[src/design/wbc_pkg.sv]
// ----------------------------------------------------------------------------
// wbc_pkg
// Shared types, operand select codes and saturation helpers for the
// white-boundary collision-probability correction block.
// ----------------------------------------------------------------------------
package wbc_pkg;

	localparam int VAL_W  = 48;           // signed fixed-point value width
	localparam int MAG_W  = 47;           // unsigned cell data width
	localparam int SUM_W  = 56;           // exact sum before saturation
	localparam int DIVA_W = 51;           // signed dividend width (holds 4*V)
	localparam int HALF_W = 24;           // multiplier slice width
	localparam int SA_W   = 47;
	localparam int ALB_W  = 25;
	localparam int CNT_W  = 4;
	localparam int PADDR_W = 5;
	localparam int PDATA_W = 64;

	localparam logic [VAL_W-1:0] VAL_MAX = 48'h7FFF_FFFF_FFFF;
	localparam logic [VAL_W-1:0] VAL_MIN = 48'h8000_0000_0000;
	localparam logic signed [SUM_W-1:0] SUM_MAX = 56'sh00_7FFF_FFFF_FFFF;
	localparam logic signed [SUM_W-1:0] SUM_MIN = 56'shFF_8000_0000_0000;

	// register indexes on the configuration port
	localparam logic [1:0] REG_SURFACE = 2'd0;
	localparam logic [1:0] REG_ALBEDO  = 2'd1;
	localparam logic [1:0] REG_COUNT   = 2'd2;

	// multiplier operand selects
	localparam logic [2:0] MS_PSI  = 3'd0;   // ratio * escape(i)
	localparam logic [2:0] MS_PSIG = 3'd1;   // psi(j) * sigma(j)
	localparam logic [2:0] MS_ALB  = 3'd2;   // Pss * albedo
	localparam logic [2:0] MS_T    = 3'd3;   // escape(i) * psi(j)
	localparam logic [2:0] MS_COEF = 3'd4;   // previous product * factor

	// divider operand selects
	localparam logic [1:0] DS_RAT = 2'd0;    // 4*V(i) / surface
	localparam logic [1:0] DS_FAC = 2'd1;    // albedo / (1 - Pss*albedo)
	localparam logic [1:0] DS_RED = 2'd2;    // P(i,j) / sigma(j)

	typedef struct packed {
		logic       gerr_clr;
		logic       gerr_upd;
		logic       acc_clr;
		logic       acc_add_mat;
		logic       acc_add_mul;
		logic       esc_wr;
		logic       psi_wr;
		logic       fac_wr;
		logic       mul_start;
		logic [2:0] mul_sel;
		logic       div_start;
		logic [1:0] div_sel;
		logic       emit;
		logic       last;
	} cmd_t;

	typedef struct packed {
		logic mul_done;
		logic div_done;
	} sts_t;

	// sign a magnitude and clamp it to the value range
	function automatic logic [VAL_W-1:0] sat_signed(input logic neg, input logic [127:0] m);
		logic big;
		logic over;
		big  = |m[127:VAL_W-1];
		over = (|m[127:VAL_W]) || (m[VAL_W-1] && (|m[VAL_W-2:0]));
		if (!neg) begin
			return big ? VAL_MAX : {1'b0, m[VAL_W-2:0]};
		end
		return over ? VAL_MIN : (~m[VAL_W-1:0] + 1'b1);
	endfunction

	// clamp an exact sum to the value range
	function automatic logic [VAL_W-1:0] sat_sum(input logic signed [SUM_W-1:0] v);
		if (v > SUM_MAX) begin
			return VAL_MAX;
		end
		if (v < SUM_MIN) begin
			return VAL_MIN;
		end
		return v[VAL_W-1:0];
	endfunction

endpackage

[src/design/wbc_ctrl.sv]
// ----------------------------------------------------------------------------
// wbc_ctrl
// Sequencer: walks the row sums, escape and surface terms, the albedo
// factor and then every reduced element, driving the datapath.
// ----------------------------------------------------------------------------
module wbc_ctrl #(
	parameter int MAX_CELLS = 8,
	parameter int IW        = 3
) (
	input  logic                      clk,
	input  logic                      arst_n,
	input  logic                      go,
	input  logic [wbc_pkg::CNT_W-1:0] cell_count,
	input  wbc_pkg::sts_t             sts,
	output wbc_pkg::cmd_t             cmd,
	output logic [IW-1:0]             idx_a,
	output logic [IW-1:0]             idx_b,
	output logic                      busy
);
	import wbc_pkg::*;

	localparam logic [3:0] ST_IDLE    = 4'd0;
	localparam logic [3:0] ST_SUM_RD  = 4'd1;
	localparam logic [3:0] ST_SUM_ADD = 4'd2;
	localparam logic [3:0] ST_ESC     = 4'd3;
	localparam logic [3:0] ST_RAT_WT  = 4'd4;
	localparam logic [3:0] ST_PSI_WT  = 4'd5;
	localparam logic [3:0] ST_PS_GO   = 4'd6;
	localparam logic [3:0] ST_PS_WT   = 4'd7;
	localparam logic [3:0] ST_ALB_GO  = 4'd8;
	localparam logic [3:0] ST_ALB_WT  = 4'd9;
	localparam logic [3:0] ST_FAC_WT  = 4'd10;
	localparam logic [3:0] ST_EL_RD   = 4'd11;
	localparam logic [3:0] ST_EL_DIV  = 4'd12;
	localparam logic [3:0] ST_EL_DWT  = 4'd13;
	localparam logic [3:0] ST_EL_M1   = 4'd14;
	localparam logic [3:0] ST_EL_M2   = 4'd15;

	logic [3:0]    state_q, state_d;
	logic [IW-1:0] i_q, i_d, j_q, j_d;
	logic [IW-1:0] nm1;
	logic          i_end, j_end;

	always_comb begin
		if (cell_count == '0) begin
			nm1 = '0;
		end else if (32'(cell_count) > MAX_CELLS) begin
			nm1 = IW'(MAX_CELLS - 1);
		end else begin
			nm1 = IW'(cell_count - 1'b1);
		end
	end

	assign i_end = (i_q == nm1);
	assign j_end = (j_q == nm1);

	always_comb begin
		state_d = state_q;
		i_d     = i_q;
		j_d     = j_q;
		cmd     = '0;
		case (state_q)
			ST_IDLE: begin
				if (go) begin
					cmd.gerr_clr = 1'b1;
					cmd.acc_clr  = 1'b1;
					i_d          = '0;
					j_d          = '0;
					state_d      = ST_SUM_RD;
				end
			end
			ST_SUM_RD: begin
				state_d = ST_SUM_ADD;
			end
			ST_SUM_ADD: begin
				cmd.acc_add_mat = 1'b1;
				if (j_end) begin
					state_d = ST_ESC;
				end else begin
					j_d     = j_q + 1'b1;
					state_d = ST_SUM_RD;
				end
			end
			ST_ESC: begin
				cmd.esc_wr    = 1'b1;
				cmd.div_start = 1'b1;
				cmd.div_sel   = DS_RAT;
				state_d       = ST_RAT_WT;
			end
			ST_RAT_WT: begin
				if (sts.div_done) begin
					cmd.gerr_upd  = 1'b1;
					cmd.mul_start = 1'b1;
					cmd.mul_sel   = MS_PSI;
					state_d       = ST_PSI_WT;
				end
			end
			ST_PSI_WT: begin
				if (sts.mul_done) begin
					cmd.psi_wr  = 1'b1;
					cmd.acc_clr = 1'b1;
					j_d         = '0;
					if (i_end) begin
						state_d = ST_PS_GO;
					end else begin
						i_d     = i_q + 1'b1;
						state_d = ST_SUM_RD;
					end
				end
			end
			ST_PS_GO: begin
				cmd.mul_start = 1'b1;
				cmd.mul_sel   = MS_PSIG;
				state_d       = ST_PS_WT;
			end
			ST_PS_WT: begin
				if (sts.mul_done) begin
					cmd.acc_add_mul = 1'b1;
					if (j_end) begin
						state_d = ST_ALB_GO;
					end else begin
						j_d     = j_q + 1'b1;
						state_d = ST_PS_GO;
					end
				end
			end
			ST_ALB_GO: begin
				cmd.mul_start = 1'b1;
				cmd.mul_sel   = MS_ALB;
				state_d       = ST_ALB_WT;
			end
			ST_ALB_WT: begin
				if (sts.mul_done) begin
					cmd.div_start = 1'b1;
					cmd.div_sel   = DS_FAC;
					state_d       = ST_FAC_WT;
				end
			end
			ST_FAC_WT: begin
				if (sts.div_done) begin
					cmd.fac_wr   = 1'b1;
					cmd.gerr_upd = 1'b1;
					i_d          = '0;
					j_d          = '0;
					state_d      = ST_EL_RD;
				end
			end
			ST_EL_RD: begin
				state_d = ST_EL_DIV;
			end
			ST_EL_DIV: begin
				cmd.div_start = 1'b1;
				cmd.div_sel   = DS_RED;
				state_d       = ST_EL_DWT;
			end
			ST_EL_DWT: begin
				cmd.div_sel = DS_RED;
				if (sts.div_done) begin
					cmd.mul_start = 1'b1;
					cmd.mul_sel   = MS_T;
					state_d       = ST_EL_M1;
				end
			end
			ST_EL_M1: begin
				if (sts.mul_done) begin
					cmd.mul_start = 1'b1;
					cmd.mul_sel   = MS_COEF;
					state_d       = ST_EL_M2;
				end
			end
			ST_EL_M2: begin
				if (sts.mul_done) begin
					cmd.emit = 1'b1;
					cmd.last = i_end && j_end;
					if (j_end) begin
						j_d = '0;
						if (i_end) begin
							state_d = ST_IDLE;
						end else begin
							i_d     = i_q + 1'b1;
							state_d = ST_EL_RD;
						end
					end else begin
						j_d     = j_q + 1'b1;
						state_d = ST_EL_RD;
					end
				end
			end
			default: begin
				state_d = ST_IDLE;
			end
		endcase
	end

	always_ff @(posedge clk or negedge arst_n) begin
		if (!arst_n) begin
			state_q <= ST_IDLE;
			i_q     <= '0;
			j_q     <= '0;
		end else begin
			state_q <= state_d;
			i_q     <= i_d;
			j_q     <= j_d;
		end
	end

	assign idx_a = i_q;
	assign idx_b = j_q;
	assign busy  = (state_q != ST_IDLE);

`ifndef SYNTH
	a_one_unit: assert property (@(posedge clk) disable iff (!arst_n)
		!(cmd.mul_start && cmd.div_start))
		else $error("multiplier and divider started together");
	a_emit_done: assert property (@(posedge clk) disable iff (!arst_n)
		cmd.emit |-> sts.mul_done)
		else $error("element emitted before its product");
	a_last_idle: assert property (@(posedge clk) disable iff (!arst_n)
		(cmd.emit && cmd.last) |=> (state_q == ST_IDLE))
		else $error("sequencer kept running after the last element");
	a_go_clear: assert property (@(posedge clk) disable iff (!arst_n)
		(state_q == ST_IDLE && go) |=> (state_q == ST_SUM_RD && i_q == '0 && j_q == '0))
		else $error("computation did not start from the first cell");
`endif

endmodule

[config.mk]
export PLATFORM = sky130hd
export DESIGN_NAME = wbc_ctrl
export DESIGN_NICKNAME = d
export VERILOG_FILES = /design/src/design/wbc_pkg.sv /design/src/design/wbc_ctrl.sv
export SDC_FILE = /design/constraint.sdc
export NUM_CORES = 1
export LEC_CHECK = 0
export BUFFER_PORTS_ARGS = -buffer_cell sky130_fd_sc_hd__buf_2
export CAP_MARGIN = 20
export CORE_ASPECT_RATIO = 0.8
export CORE_MARGIN = 8
export CORE_UTILIZATION = 39
export CTS_BUF_LIST = sky130_fd_sc_hd__clkbuf_4 sky130_fd_sc_hd__clkbuf_8
export DETAILED_ROUTE_END_ITERATION = 10
export PLACE_DENSITY_LB_ADDON = 0.05
export SLEW_MARGIN = 10
export SYNTH_ARGS = -nofsm -noshare
export SYNTH_HDL_FRONTEND = slang
export SYNTH_SLANG_ARGS = --single-unit
[constraint.sdc]
create_clock -name clk -period 4 [get_ports clk]
set_input_delay 0.2 -clock clk [delete_from_list [all_inputs] [get_ports clk]]
set_output_delay 0.2 -clock clk [all_outputs]
set_load 0.01 [all_outputs]
# After elaboration in Yosys (flattened, before gate mapping)
# Index checks and enable logic that the tools add are counted.
# classes
addsub	3
n_mux	50
n_lt_le_gt_ge	1
n_reduce_logical	12
n_eq_ne	27
# ops
cell	n
4-bit case mux with 16 select lines	1
4-bit 2-to-1 mux	15
3-bit 2-to-1 mux	15
4-bit equality test (second input constant)	8
2-bit inequality test (second input constant)	10
4-bit case mux with 5 select lines	1
3-bit case mux with 6 select lines	1
4-bit by 3-bit equality test with 1-bit output (second input constant)	4
3-bit case mux with 4 select lines	1
6-bit AND reduction	2
1-bit 2-to-1 mux	10
9-bit AND reduction	1
4-bit by 2-bit equality test with 1-bit output (second input constant)	2
4-bit zero test	2
4-bit nonzero test	2
3-bit by 1-bit adder with 3-bit output (second input constant)	2
3-bit equality test	2
2-bit 2-to-1 mux	3
6-bit nonzero test	1
2-bit OR reduction	3
4-bit by 1-bit equality test with 1-bit output (second input constant)	1
4-bit > comparator (second input constant)	1
1-bit case mux with 2 select lines	2
2-bit case mux with 2 select lines	1
other kinds (2)	2
# word_totals
elab_cells	96
regBits	10
output_inout_bits	24
in_bits	9

# Depth between registers and ports, before layout
# Gate-level depths: netlist of the first run.
# logic_depth
ltp_word	8
ltp_mapped	10
mapped_depth_nobuf	9

# Worst setup path after synthesis of the first run
# No wires, ideal clock.
# synth_path
path_type	in2reg
startpoint	input cell_count[0] (netlist bit)
endpoint	register state_q[1]
required_ns	3.855
stages	10
arrival_ns	1.938
path_slack_ns	1.917
setup_ns	0.145
n_path_buf	1
path_cell_list	inv_1 ha_1 buf_6 and2b_4 maj3_2 xor2_1 o311a_2 or3_1 a32oi_1 mux2i_1
# synth_via
elab_chain_cells	8
word_cells_on_any_way	16
cone_classes	1 x add/sub; 1 x order compare; 2 x eq/ne; 11 x mux; 1 x reduce/logical
# synth_rtl
element	line	source
from (decl)	wbc_ctrl.sv:13	input logic [wbc_pkg::CNT_W-1:0] cell_count,
4-bit > comparator / 3-bit by 1-bit subtractor with 3-bit output (equally long branches)	wbc_ctrl.sv:47, wbc_ctrl.sv:50	
3-bit 2-to-1 mux	wbc_ctrl.sv:47	end else if (32'(cell_count) > MAX_CELLS) begin
3-bit 2-to-1 mux *	wbc_ctrl.sv:45	if (cell_count == '0) begin
3-bit equality test	wbc_ctrl.sv:54	assign i_end = (i_q == nm1);
4-bit 2-to-1 mux	wbc_ctrl.sv:177	if (i_end) begin
4-bit 2-to-1 mux	wbc_ctrl.sv:175	if (j_end) begin
4-bit 2-to-1 mux	wbc_ctrl.sv:172	if (sts.mul_done) begin
4-bit case mux with 16 select lines *	wbc_ctrl.sv:62	case (state_q)
to (signal assigned)	wbc_ctrl.sv:201	state_q <= state_d;
to (decl)	wbc_ctrl.sv:39	logic [3:0] state_q, state_d;
# Every way passes the cells marked *; elsewhere a longest branch is shown, timed or not. The select of a mux whose other input is x is not followed.
# A chain may end at the register's enable or synchronous reset.

==> flow_summary.json, run 1 <==
{
  "post-route-worst-setup-slack_ns": 1.50,
  "nets": 209,
  "areal_power_density_over_the_cells_nw_per_um2": 658,
  "max_freq_mhz": 400,
  "max-vdd-ir-drop_uv": 522,
  "timing.final.setup_violations": 0,
  "synth-main-ff-cell": "sky130_fd_sc_hd__dfrtp_1",
  "worstSkewPairLatency_ns": 0.24,
  "postCtsSetupBuffers": 0,
  "multi_input_area_sq_um": 882,
  "yosys_register_bits": 10,
  "grt_usage_pct": 14.3,
  "ff_latch_area_sq_um": 250,
  "crit_path_top_delay_cell": "sky130_fd_sc_hd__dfrtp_1",
  "drt_wl_total_um": 3600,
  "max_cap_violations": 0,
  "cell_area_reported_after_detailed_placement_sq_um": 1380,
  "synth-warning-count": 0,
  "detail_route.wl_per_cell_um": 15.2,
  "worst_slew_pin_slew_ns": 0.685,
  "worst-endpoint-required_ns": 3.80,
  "initial_core_util_pct": 40.8,
  "path_class": "reg -> out",
  "synth.largest_area_cell": "sky130_fd_sc_hd__dfrtp_1",
  "run_status": "finished, final reports clean",
  "tritoncts": "built",
  "async_reset_ff_share_pct": 100,
  "grt_start_max_net_pins": 25,
  "ant_nets": 0,
  "cts-root-buf": "sky130_fd_sc_hd__clkbuf_8",
  "synth_sequential_area_ratio_pct": 19.9,
  "mappedNetlistArea_sq_um": 1260,
  "crit_fanout": 24,
  "first_global_vias": 1241,
  "fp.dieArea_sq_um": 5310,
  "synthDominantCellAreaShare_pct": 19.9,
  "finalHoldViolations": 0,
  "static-leakage-power_uw": 0.000706,
  "relSlewSlack_pct": 54.3,
  "port-buffer-count": 32,
  "rsz0062_at_grt": "no",
  "syn_inst": 172,
  "worst-path-buf-inv": 1,
  "boundaryPins": 33,
  "instances_no_fill": 236,
  "detail_route.drc_violations": 0,
  "timing.critical_path.cells": "nand2_1, nor2_1, and2_1, and3_1, buf_2",
  "chipWidth_um": 79.5,
  "worst_clock_skew_ns": 0.00224,
  "clock_tree_sinks": 10,
  "globalRouteOverflowTotal": 0,
  "die_y_um": 66.8,
  "drt_pass1_iterations": 4,
  "floorplan.core_area_sq_um": 3090,
  "class_of_the_most_critical_hold_timing_path": "in -> async",
  "drt_iter0_drc": 108,
  "htreeDepth": 1,
  "area_growth_from_synthesis_to_final_layout_pct": 15.1,
  "antenna_found_initial": 0,
  "crit_path_start_kind": "flip-flop",
  "whs_ns": 0.354,
  "global_route_wire_length_before_repair_um": 6100,
  "cts.reportedPaths.clkPinSlew_ns": 0.05,
  "count_of_flip_flops_with_a_built_in_enable_after_synthesis": 0,
  "netlist-cell-type-count": 54,
  "num_antenna_cells": 0,
  "critical_path.endpoint_type": "output pin",
  "dp_slack_ns": 1.61,
  "fin_tns_setup_ns": 0,
  "cts.path.max_buffers": 2,
  "rows": 18,
  "r2r_setup_slack_ns": 1.64,
  "placedCellCount": 231,
  "syn_nets": 184,
  "final_max_slew_viol_count": 0,
  "vias": 1349,
  "post_synth.cell_area_avg_sq_um": 7.32,
  "worstPathArrival_ns": 2.30,
  "cp_top_family": "simple AND/OR/NAND/NOR gates",
  "gp_congestion": 0.888,
  "critical-path-max-stage-delay_ns": 0.78,
  "layout_min_cycle_time_ns": 2.50,
  "cts_inserted_buffers": 3,
  "synth_top_cells_by_area": "sky130_fd_sc_hd__dfrtp_1 20%, sky130_fd_sc_hd__nor2_1 6.3%, sky130_fd_sc_hd__nand2_1 6.0%",
  "post_drt_via_cell_ratio": 5.72,
  "finalCritPeriodShare_pct": 62.5,
  "final.fill_count": 309,
  "layout-drive-gt1-share_pct": 24.5,
  "hpwl_um": 2730,
  "layout.cell_area.non_filler_sq_um": 1450
}
[power by group]
group	leakage, uW	total, uW	switching (uW)	internal, uW
clock	0.0000288	130	43.2	86.8
sequential	0.000131	270	133	137
combinational	0.000547	553	318	235
total	0.000706	953	494	459
[placed cells by master, fill, tap and decap left out, types with 4 or more instances in the layout]
master,instances
sky130_fd_sc_hd__clkbuf_8,4
sky130_fd_sc_hd__nor2_1,21
sky130_fd_sc_hd__nand2_1,20
sky130_fd_sc_hd__inv_1,11
sky130_fd_sc_hd__and3_1,4
sky130_fd_sc_hd__buf_2,32
sky130_fd_sc_hd__nand3_1,4
sky130_fd_sc_hd__a21oi_1,9
sky130_fd_sc_hd__nor4_1,4
sky130_fd_sc_hd__o21ai_0,10
sky130_fd_sc_hd__dfrtp_1,10
sky130_fd_sc_hd__or3_1,4
sky130_fd_sc_hd__nor3_1,5
[layout make-up]
cell class	count	share of cell area (%)
Clock buffer	4	3.80
Multi-Input combinational cell	138	60.9
Timing Repair Buffer	33	11.7
Sequential cell	10	17.3
Inverter	11	2.85
Tap cell	40	3.45
[kinds of logic after synthesis]
logic type                 synth area share, %
AOI/OAI and AO/OA                         25.4
xor gates and xnor gates                  2.09
adders and majority gates                 3.88
buffers and inverters                     10.0
DFF                                       19.9
muxes                                     2.39
and+or+nand+nor                           36.3
[registers in the layout, indices dropped and copies added (netlist names)]
signal and cells:
idx_a 3, idx_b 3, state_q 4
[per-layer routing]
layer,vias up,global-route usage (%),part of all wire [%],wire [um]
li1,667,-,-,-
met1,619,19.5,47,1700
met2,59,19.4,40,1450
met3,4,5.78,11,401
met4,0,5.53,1.3,46
met5,-,0,0,0
[cells in the mapped netlist, drive strengths merged, types with 2 or more instances]
master / number
xor2: 3
or3: 4
nand3: 5
ha: 3
o211ai: 3
clkbuf: 7
nand3b: 2
o21ba: 2
nor4: 4
mux2i: 3
a21o: 2
buf: 6
and2: 3
nand2b: 2
a21oi: 10
nor2b: 3
nand2: 20
o21ai: 10
o21a: 3
and4b: 2
a32oi: 2
nor3: 5
dfrtp: 10
inv: 11
and3: 5
nor2: 21
[worst paths after layout]
kind,cells past startpoint,endpoint,startpoint
setup / recovery,5,cmd[0],state_q[0]$_DFFE_PN0P_
hold / removal,2,state_q[3]$_DFFE_PN0P_,arst_n
setup reg to reg,7,state_q[3]$_DFFE_PN0P_,state_q[3]$_DFFE_PN0P_
hold reg to reg,1,idx_a[0]$_DFFE_PN0P_,idx_a[0]$_DFFE_PN0P_
max in group asynchronous,2,state_q[1]$_DFFE_PN0P_,arst_n
min in group clk,1,idx_a[0]$_DFFE_PN0P_,idx_a[0]$_DFFE_PN0P_
[per-stage QoR]
step	utilization, %	total power, uW
after floorplan	-	657
after global placement	44.9	810
after detailed placement	44.9	816
after CTS	47.0	951
after global routing	47.0	1040
final	47.0	953
[repair_timing]
action                    in CTS  in global routing
gates resized for setup        0                  0
hold endpoints to repair      10                  0
hold buffers                   1                  0
[worst reg2reg max path, cell delays in order, from the launching register on]
cell	delay, ns
sky130_fd_sc_hd__dfrtp_1	0.68
sky130_fd_sc_hd__inv_1	0.28
sky130_fd_sc_hd__nand2_1	0.12
sky130_fd_sc_hd__a21oi_1	0.07
sky130_fd_sc_hd__a221oi_1	0.62
sky130_fd_sc_hd__and4_1	0.30
sky130_fd_sc_hd__a21oi_1	0.07
sky130_fd_sc_hd__nor2_1	0.14
Note: power is estimated with default switching activity, not from simulation.
==> run 2, diff against run 1 <==
==> constraint.sdc (replaced) <==
create_clock -name clk -period 2.55 [get_ports clk]
set_input_delay 0.1275 -clock clk [delete_from_list [all_inputs] [get_ports clk]]
set_output_delay 0.1275 -clock clk [all_outputs]
set_load 0.01 [all_outputs]
==> run 2 against run 1 <==
Effect of this change:
- clock power rose by 58%
- flip-flop and latch count did not move
- power rose by 65%
- first-iteration DRC count rose by 31%
- critical path type unchanged
- highest routed layer is now met3
- clock-buffer cell count did not move
- setup slack got worse by 1.2 ns
- core utilization rose by 1.7 points
==> flow_summary.json, run 2 (synthesis results as in run 1) <==
{
  "drt_wl_total_um": 3600,
  "boundaryPins": 33,
  "fin_tns_setup_ns": 0,
  "max-vdd-ir-drop_uv": 485,
  "clock_tree_sinks": 10,
  "vias": 1340,
  "layout_min_cycle_time_ns": 2.27,
  "detail_route.wl_per_cell_um": 14.8,
  "worst_clock_skew_ns": 0.00647,
  "relSlewSlack_pct": 72.0,
  "timing.critical_path.cells": "nand2_1, o21ba_2, o311ai_0, o311a_2, and3_1, buf_2",
  "final_max_slew_viol_count": 0,
  "path_class": "reg -> out",
  "rows": 18,
  "num_antenna_cells": 0,
  "critical_path.endpoint_type": "output pin",
  "chipWidth_um": 79.5,
  "layout_common_cells": "32 x sky130_fd_sc_hd__buf_2, 21 x sky130_fd_sc_hd__nor2_1, 20 x sky130_fd_sc_hd__nand2_1, 11 x sky130_fd_sc_hd__inv_1",
  "port-buffer-count": 32,
  "areal_power_density_over_the_cells_nw_per_um2": 1050,
  "worst-endpoint-required_ns": 2.42,
  "max_freq_mhz": 441,
  "dp_slack_ns": 0.208,
  "layout-drive-gt1-share_pct": 27.1,
  "first_global_vias": 1233,
  "gp_congestion": 0.880,
  "nets": 216,
  "ant_nets": 0,
  "drt_iter0_drc": 142,
  "post-route-worst-setup-slack_ns": 0.285,
  "grt_start_max_net_pins": 18,
  "detail_route.drc_violations": 0,
  "fp.dieArea_sq_um": 5310,
  "regMostFlops": "state_q",
  "crit_fanout": 10,
  "worst-path-buf-inv": 1,
  "class_of_the_most_critical_hold_timing_path": "in -> async",
  "cts.path.max_buffers": 2,
  "cts_inserted_buffers": 3,
  "finalHoldViolations": 0,
  "post_drt_via_cell_ratio": 5.51,
  "cp_top_family": "compound AO/OA/AOI/OAI gates",
  "finalCritPeriodShare_pct": 88.8,
  "antenna_found_initial": 0,
  "drt_pass1_iterations": 4,
  "run_status": "finished, final reports clean",
  "initial_core_util_pct": 40.8,
  "die_y_um": 66.8,
  "worstPathArrival_ns": 2.14,
  "floorplan.core_area_sq_um": 3090,
  "layout_commonest_cell": "sky130_fd_sc_hd__buf_2",
  "max_cap_violations": 0,
  "htreeDepth": 1,
  "globalRouteOverflowTotal": 0,
  "postCtsSetupBuffers": 0,
  "worst_slew_pin_slew_ns": 0.415,
  "rsz0062_at_grt": "no",
  "cts.reportedPaths.clkPinSlew_ns": 0.05,
  "grt_usage_pct": 13.9,
  "cts-root-buf": "sky130_fd_sc_hd__clkbuf_8",
  "timing.final.setup_violations": 0,
  "hpwl_um": 2770,
  "tritoncts": "built",
  "largest_register_ff_count": 4,
  "crit_path_top_delay_cell": "sky130_fd_sc_hd__dfrtp_1",
  "static-leakage-power_uw": 0.000740,
  "critical-path-max-stage-delay_ns": 0.50,
  "area_growth_from_synthesis_to_final_layout_pct": 19.3,
  "r2r_setup_slack_ns": 0.39,
  "crit_path_start_kind": "flip-flop",
  "worstSkewPairLatency_ns": 0.24,
  "global_route_wire_length_before_repair_um": 6020
}
## run 2: final timing paths
kind                                           start                     end  cells past startpoint
worst min register to register  idx_a[0]$_DFFE_PN0P_    idx_a[0]$_DFFE_PN0P_                      1
max in group asynchronous                     arst_n    idx_a[2]$_DFFE_PN0P_                      2
worst max register to register  idx_b[2]$_DFFE_PN0P_    idx_a[2]$_DFFE_PN0P_                      7
min in group clk                idx_a[0]$_DFFE_PN0P_    idx_a[0]$_DFFE_PN0P_                      1
worst max-delay path            idx_a[2]$_DFFE_PN0P_                  cmd[0]                      6
worst min-delay path                          arst_n  state_q[3]$_DFFE_PN0P_                      2
## run 2: final cells by class
type | count | area (sq um)
repair buffers | 40 | 223
multi-input cells | 138 | 882
clock buffers | 4 | 55.1
inverters | 11 | 41.3
well taps | 40 | 50.0
flip-flops and latches | 10 | 250
fillers | 325 | 1580
## run 2: timing repair
item                       CTS  global route
setup endpoints to repair    0             0
hold endpoints to repair    10             0
hold buffers                 1             0
gates resized for setup      0             0
## run 2: report_power, final
part / internal (uW) / switching [uW]
logic: 441 / 593
registers: 218 / 113
clock network: 136 / 69.4
## run 2: stage by stage
stage | hold WS, ns | utilization (%) | std cells | total power [uW] | cell area, sq um
after floorplan | -0.168 | - | 172 | 1030 | 1260
after global placement | 0.000889 | 46.6 | 238 | 1350 | 1440
after detailed placement | 0.0163 | 46.6 | 238 | 1360 | 1440
after CTS | 0.296 | 48.7 | 243 | 1570 | 1500
after global routing | 0.323 | 48.7 | 243 | 1710 | 1500
final | 0.289 | 48.7 | 243 | 1570 | 1500
## run 2: layer usage
| metal | wire [um] | global-route usage, % | vias to the layer above |
|---|---|---|---|
| met2 | 1500 | 19.9 | 38 |
| met5 | 0 | 0 | - |
| met1 | 1850 | 19.8 | 615 |
| met4 | 0 | 2.07 | 0 |
| met3 | 255 | 4.70 | 0 |
| li1 | - | - | 687 |
## run 2: worst reg2reg max path: stages, from the launching register on
cell	delay (ns)
sky130_fd_sc_hd__dfrtp_1	0.49
sky130_fd_sc_hd__or4_1	0.44
sky130_fd_sc_hd__a41o_1	0.26
sky130_fd_sc_hd__o211ai_2	0.11
sky130_fd_sc_hd__nand3_4	0.16
sky130_fd_sc_hd__a21oi_4	0.21
sky130_fd_sc_hd__a211oi_1	0.10
sky130_fd_sc_hd__a211o_1	0.27
==> run 3, diff against run 2 <==
--- a/config.mk
+++ b/config.mk
@@ -13,6 +13,7 @@
 export CTS_BUF_LIST = sky130_fd_sc_hd__clkbuf_4 sky130_fd_sc_hd__clkbuf_8
 export DETAILED_ROUTE_END_ITERATION = 10
 export PLACE_DENSITY_LB_ADDON = 0.05
+export RECOVER_POWER = 50
 export SLEW_MARGIN = 10
 export SYNTH_ARGS = -nofsm -noshare
 export SYNTH_HDL_FRONTEND = slang
==> constraint.sdc (replaced) <==
create_clock -name clk -period 2.55 [get_ports clk]
set_input_delay 0.1275 -clock clk [delete_from_list [all_inputs] [get_ports clk]]
set_output_delay 0.1275 -clock clk [all_outputs]
set_load 0.1 [all_outputs]
==> run 3 against run 2 <==
Effect of this change:
- core utilization grew 1.2 points
- die area is the same
- maximum frequency decreased by 0.54%
- flip-flop and latch count unchanged
- first-iteration DRC count down 66%
- non-clock buffer count fell by 1
- critical path type unchanged
- largest cell class unchanged
==> flow_summary.json, run 3 (synthesis results as in run 1) <==
{
  "placedCellCount": 237,
  "worst_slew_pin_slew_ns": 1.17,
  "max_freq_mhz": 439,
  "worstPathArrival_ns": 2.15,
  "worst-endpoint-required_ns": 2.42,
  "p_sw_uw": 1400,
  "crit_fanout": 11,
  "path_class": "reg -> out",
  "areal_power_density_over_the_cells_nw_per_um2": 1400,
  "finalHoldViolations": 0,
  "cp_top_family": "simple AND/OR/NAND/NOR gates",
  "class_of_the_most_critical_hold_timing_path": "in -> async",
  "cts.path.max_buffers": 2,
  "crit_path_top_delay_cell": "sky130_fd_sc_hd__dfrtp_2",
  "rows": 18,
  "first_global_vias": 1253,
  "num_antenna_cells": 0,
  "clock_tree_sinks": 10,
  "layout_min_cycle_time_ns": 2.28,
  "layout_common_cells": "20 x sky130_fd_sc_hd__nand2_1, 20 x sky130_fd_sc_hd__nor2_1, 19 x sky130_fd_sc_hd__buf_2, 11 x sky130_fd_sc_hd__inv_1",
  "max_cap_violations": 0,
  "gp_congestion": 0.807,
  "detail_route.wl_per_cell_um": 15.3,
  "power.switching_fraction_pct": 65.0,
  "relSlewSlack_pct": 22.5,
  "timing.critical_path.cells": "or4_1, a41o_1, o211ai_2, and3_2, and3_2, buf_12",
  "power_report.internal_total_uw": 752,
  "htreeDepth": 1,
  "global_route_wire_length_before_repair_um": 6090,
  "critical_path.endpoint_type": "output pin",
  "detail_route.drc_violations": 0,
  "worstSkewPairLatency_ns": 0.24,
  "instances_no_fill": 242,
  "die_y_um": 66.8,
  "worst_clock_skew_ns": 0.00221,
  "whs_ns": 0.401,
  "globalRouteOverflowTotal": 0,
  "antenna_found_initial": 0,
  "largest_register_ff_count": 4,
  "vias": 1351,
  "layout.cell_area.non_filler_sq_um": 1540,
  "worst-path-buf-inv": 1,
  "cell_area_reported_after_detailed_placement_sq_um": 1490,
  "critical_path.most_common_cell": "sky130_fd_sc_hd__and3_2",
  "final_core_util_pct": 49.9,
  "final.fill_count": 313,
  "fp.dieArea_sq_um": 5310,
  "floorplan.core_area_sq_um": 3090,
  "crit_path_start_kind": "flip-flop",
  "static-leakage-power_uw": 0.000708,
  "cts-root-buf": "sky130_fd_sc_hd__clkbuf_8",
  "port-buffer-count": 32,
  "cts_inserted_buffers": 3,
  "max-vdd-ir-drop_uv": 682,
  "rsz0062_at_grt": "no",
  "share_comb_of_total_power_pct": 73.7,
  "area_growth_from_synthesis_to_final_layout_pct": 22.3,
  "nets": 215,
  "grt_usage_pct": 14.3,
  "cts.reportedPaths.clkPinSlew_ns": 0.05,
  "initial_core_util_pct": 40.8,
  "boundaryPins": 33,
  "post_drt_via_cell_ratio": 5.58,
  "ant_nets": 0,
  "final_max_slew_viol_count": 0,
  "sequentialPowerShare_pct": 16.9,
  "chipWidth_um": 79.5,
  "regMostFlops": "state_q",
  "drt_iter0_drc": 48,
  "hpwl_um": 2830,
  "timing.final.setup_violations": 0,
  "critical-path-max-stage-delay_ns": 0.48,
  "drt_wl_total_um": 3700,
  "layout-drive-gt1-share_pct": 28.2,
  "power_frac_clock_pct": 9.4,
  "finalCritPeriodShare_pct": 89.3,
  "grt_start_max_net_pins": 18,
  "drt_pass1_iterations": 4,
  "tritoncts": "built",
  "run_status": "finished, final reports clean"
}
==> run 3: cell types whose count changed in the layout (fill, tap and decap cells not counted), sizes merged <==
cell,delta
buf,-14
clkbuf,+13
==> run 3: worst paths after layout <==
| kind | start | to | slack [ns] | cells after the start |
|---|---|---|---|---|
| max | idx_b[2]$_DFFE_PN0P_ | cmd[0] | 0.27 | 6 |
| min | arst_n | idx_a[0]$_DFFE_PN0P_ | 0.40 | 2 |
| max reg2reg | idx_b[2]$_DFFE_PN0P_ | idx_a[2]$_DFFE_PN0P_ | 0.42 | 7 |
| min reg2reg | idx_b[0]$_DFFE_PN0P_ | idx_b[0]$_DFFE_PN0P_ | 0.59 | 1 |
| max in group asynchronous | arst_n | idx_b[2]$_DFFE_PN0P_ | 1.73 | 2 |
| min in group clk | sts[1] | idx_b[0]$_DFFE_PN0P_ | 0.56 | 6 |
==> run 3: per-layer routing <==
layer  share of wire, %  GRT usage (%)  routed length (um)
met1                 50           19.1                1850
met3                6.1           3.49                 227
met2                 43           22.5                1590
met5                  0              0                   0
met4               0.97           3.46                  36
==> run 3: power groups by stage <==
| stage | sequential [uW] | clock [uW] | combinational (uW) |
|---|---|---|---|
| CTS | 360 | 209 | 1600 |
| floorplan | 446 | 0 | 1270 |
| global route | 379 | 218 | 1700 |
| detailed placement | 362 | 0 | 1600 |
| finish | 363 | 203 | 1580 |
| global placement | 357 | 0 | 1580 |
==> run 3: what timing repair did <==
action                    4_1_cts  5_1_grt
resized for setup               0        0
hold endpoints to repair       10        0
setup buffers                   0        0
hold buffers                    1        0
==> run 3: layout make-up <==
class                   instances  area [sq um]  share of cell area [%]
multi-input cells             138           922                    59.9
inverters                      11          41.3                    2.68
repair buffers                 39           218                    14.1
clock buffers                   4          55.1                    3.58
flip-flops and latches         10           253                    16.4
well taps                      40          50.0                    3.25
==> run 3: stage by stage <==
| stage | power (uW) | worst slack (ns) | TNS, ns |
|---|---|---|---|
| floorplan | 1720 | -0.201 | -0.403 |
| global placement | 1940 | 0.297 | 0 |
| detailed placement | 1960 | 0.247 | 0 |
| CTS | 2170 | 0.274 | 0 |
| global route | 2300 | 0.159 | 0 |
| finish | 2150 | 0.273 | 0 |
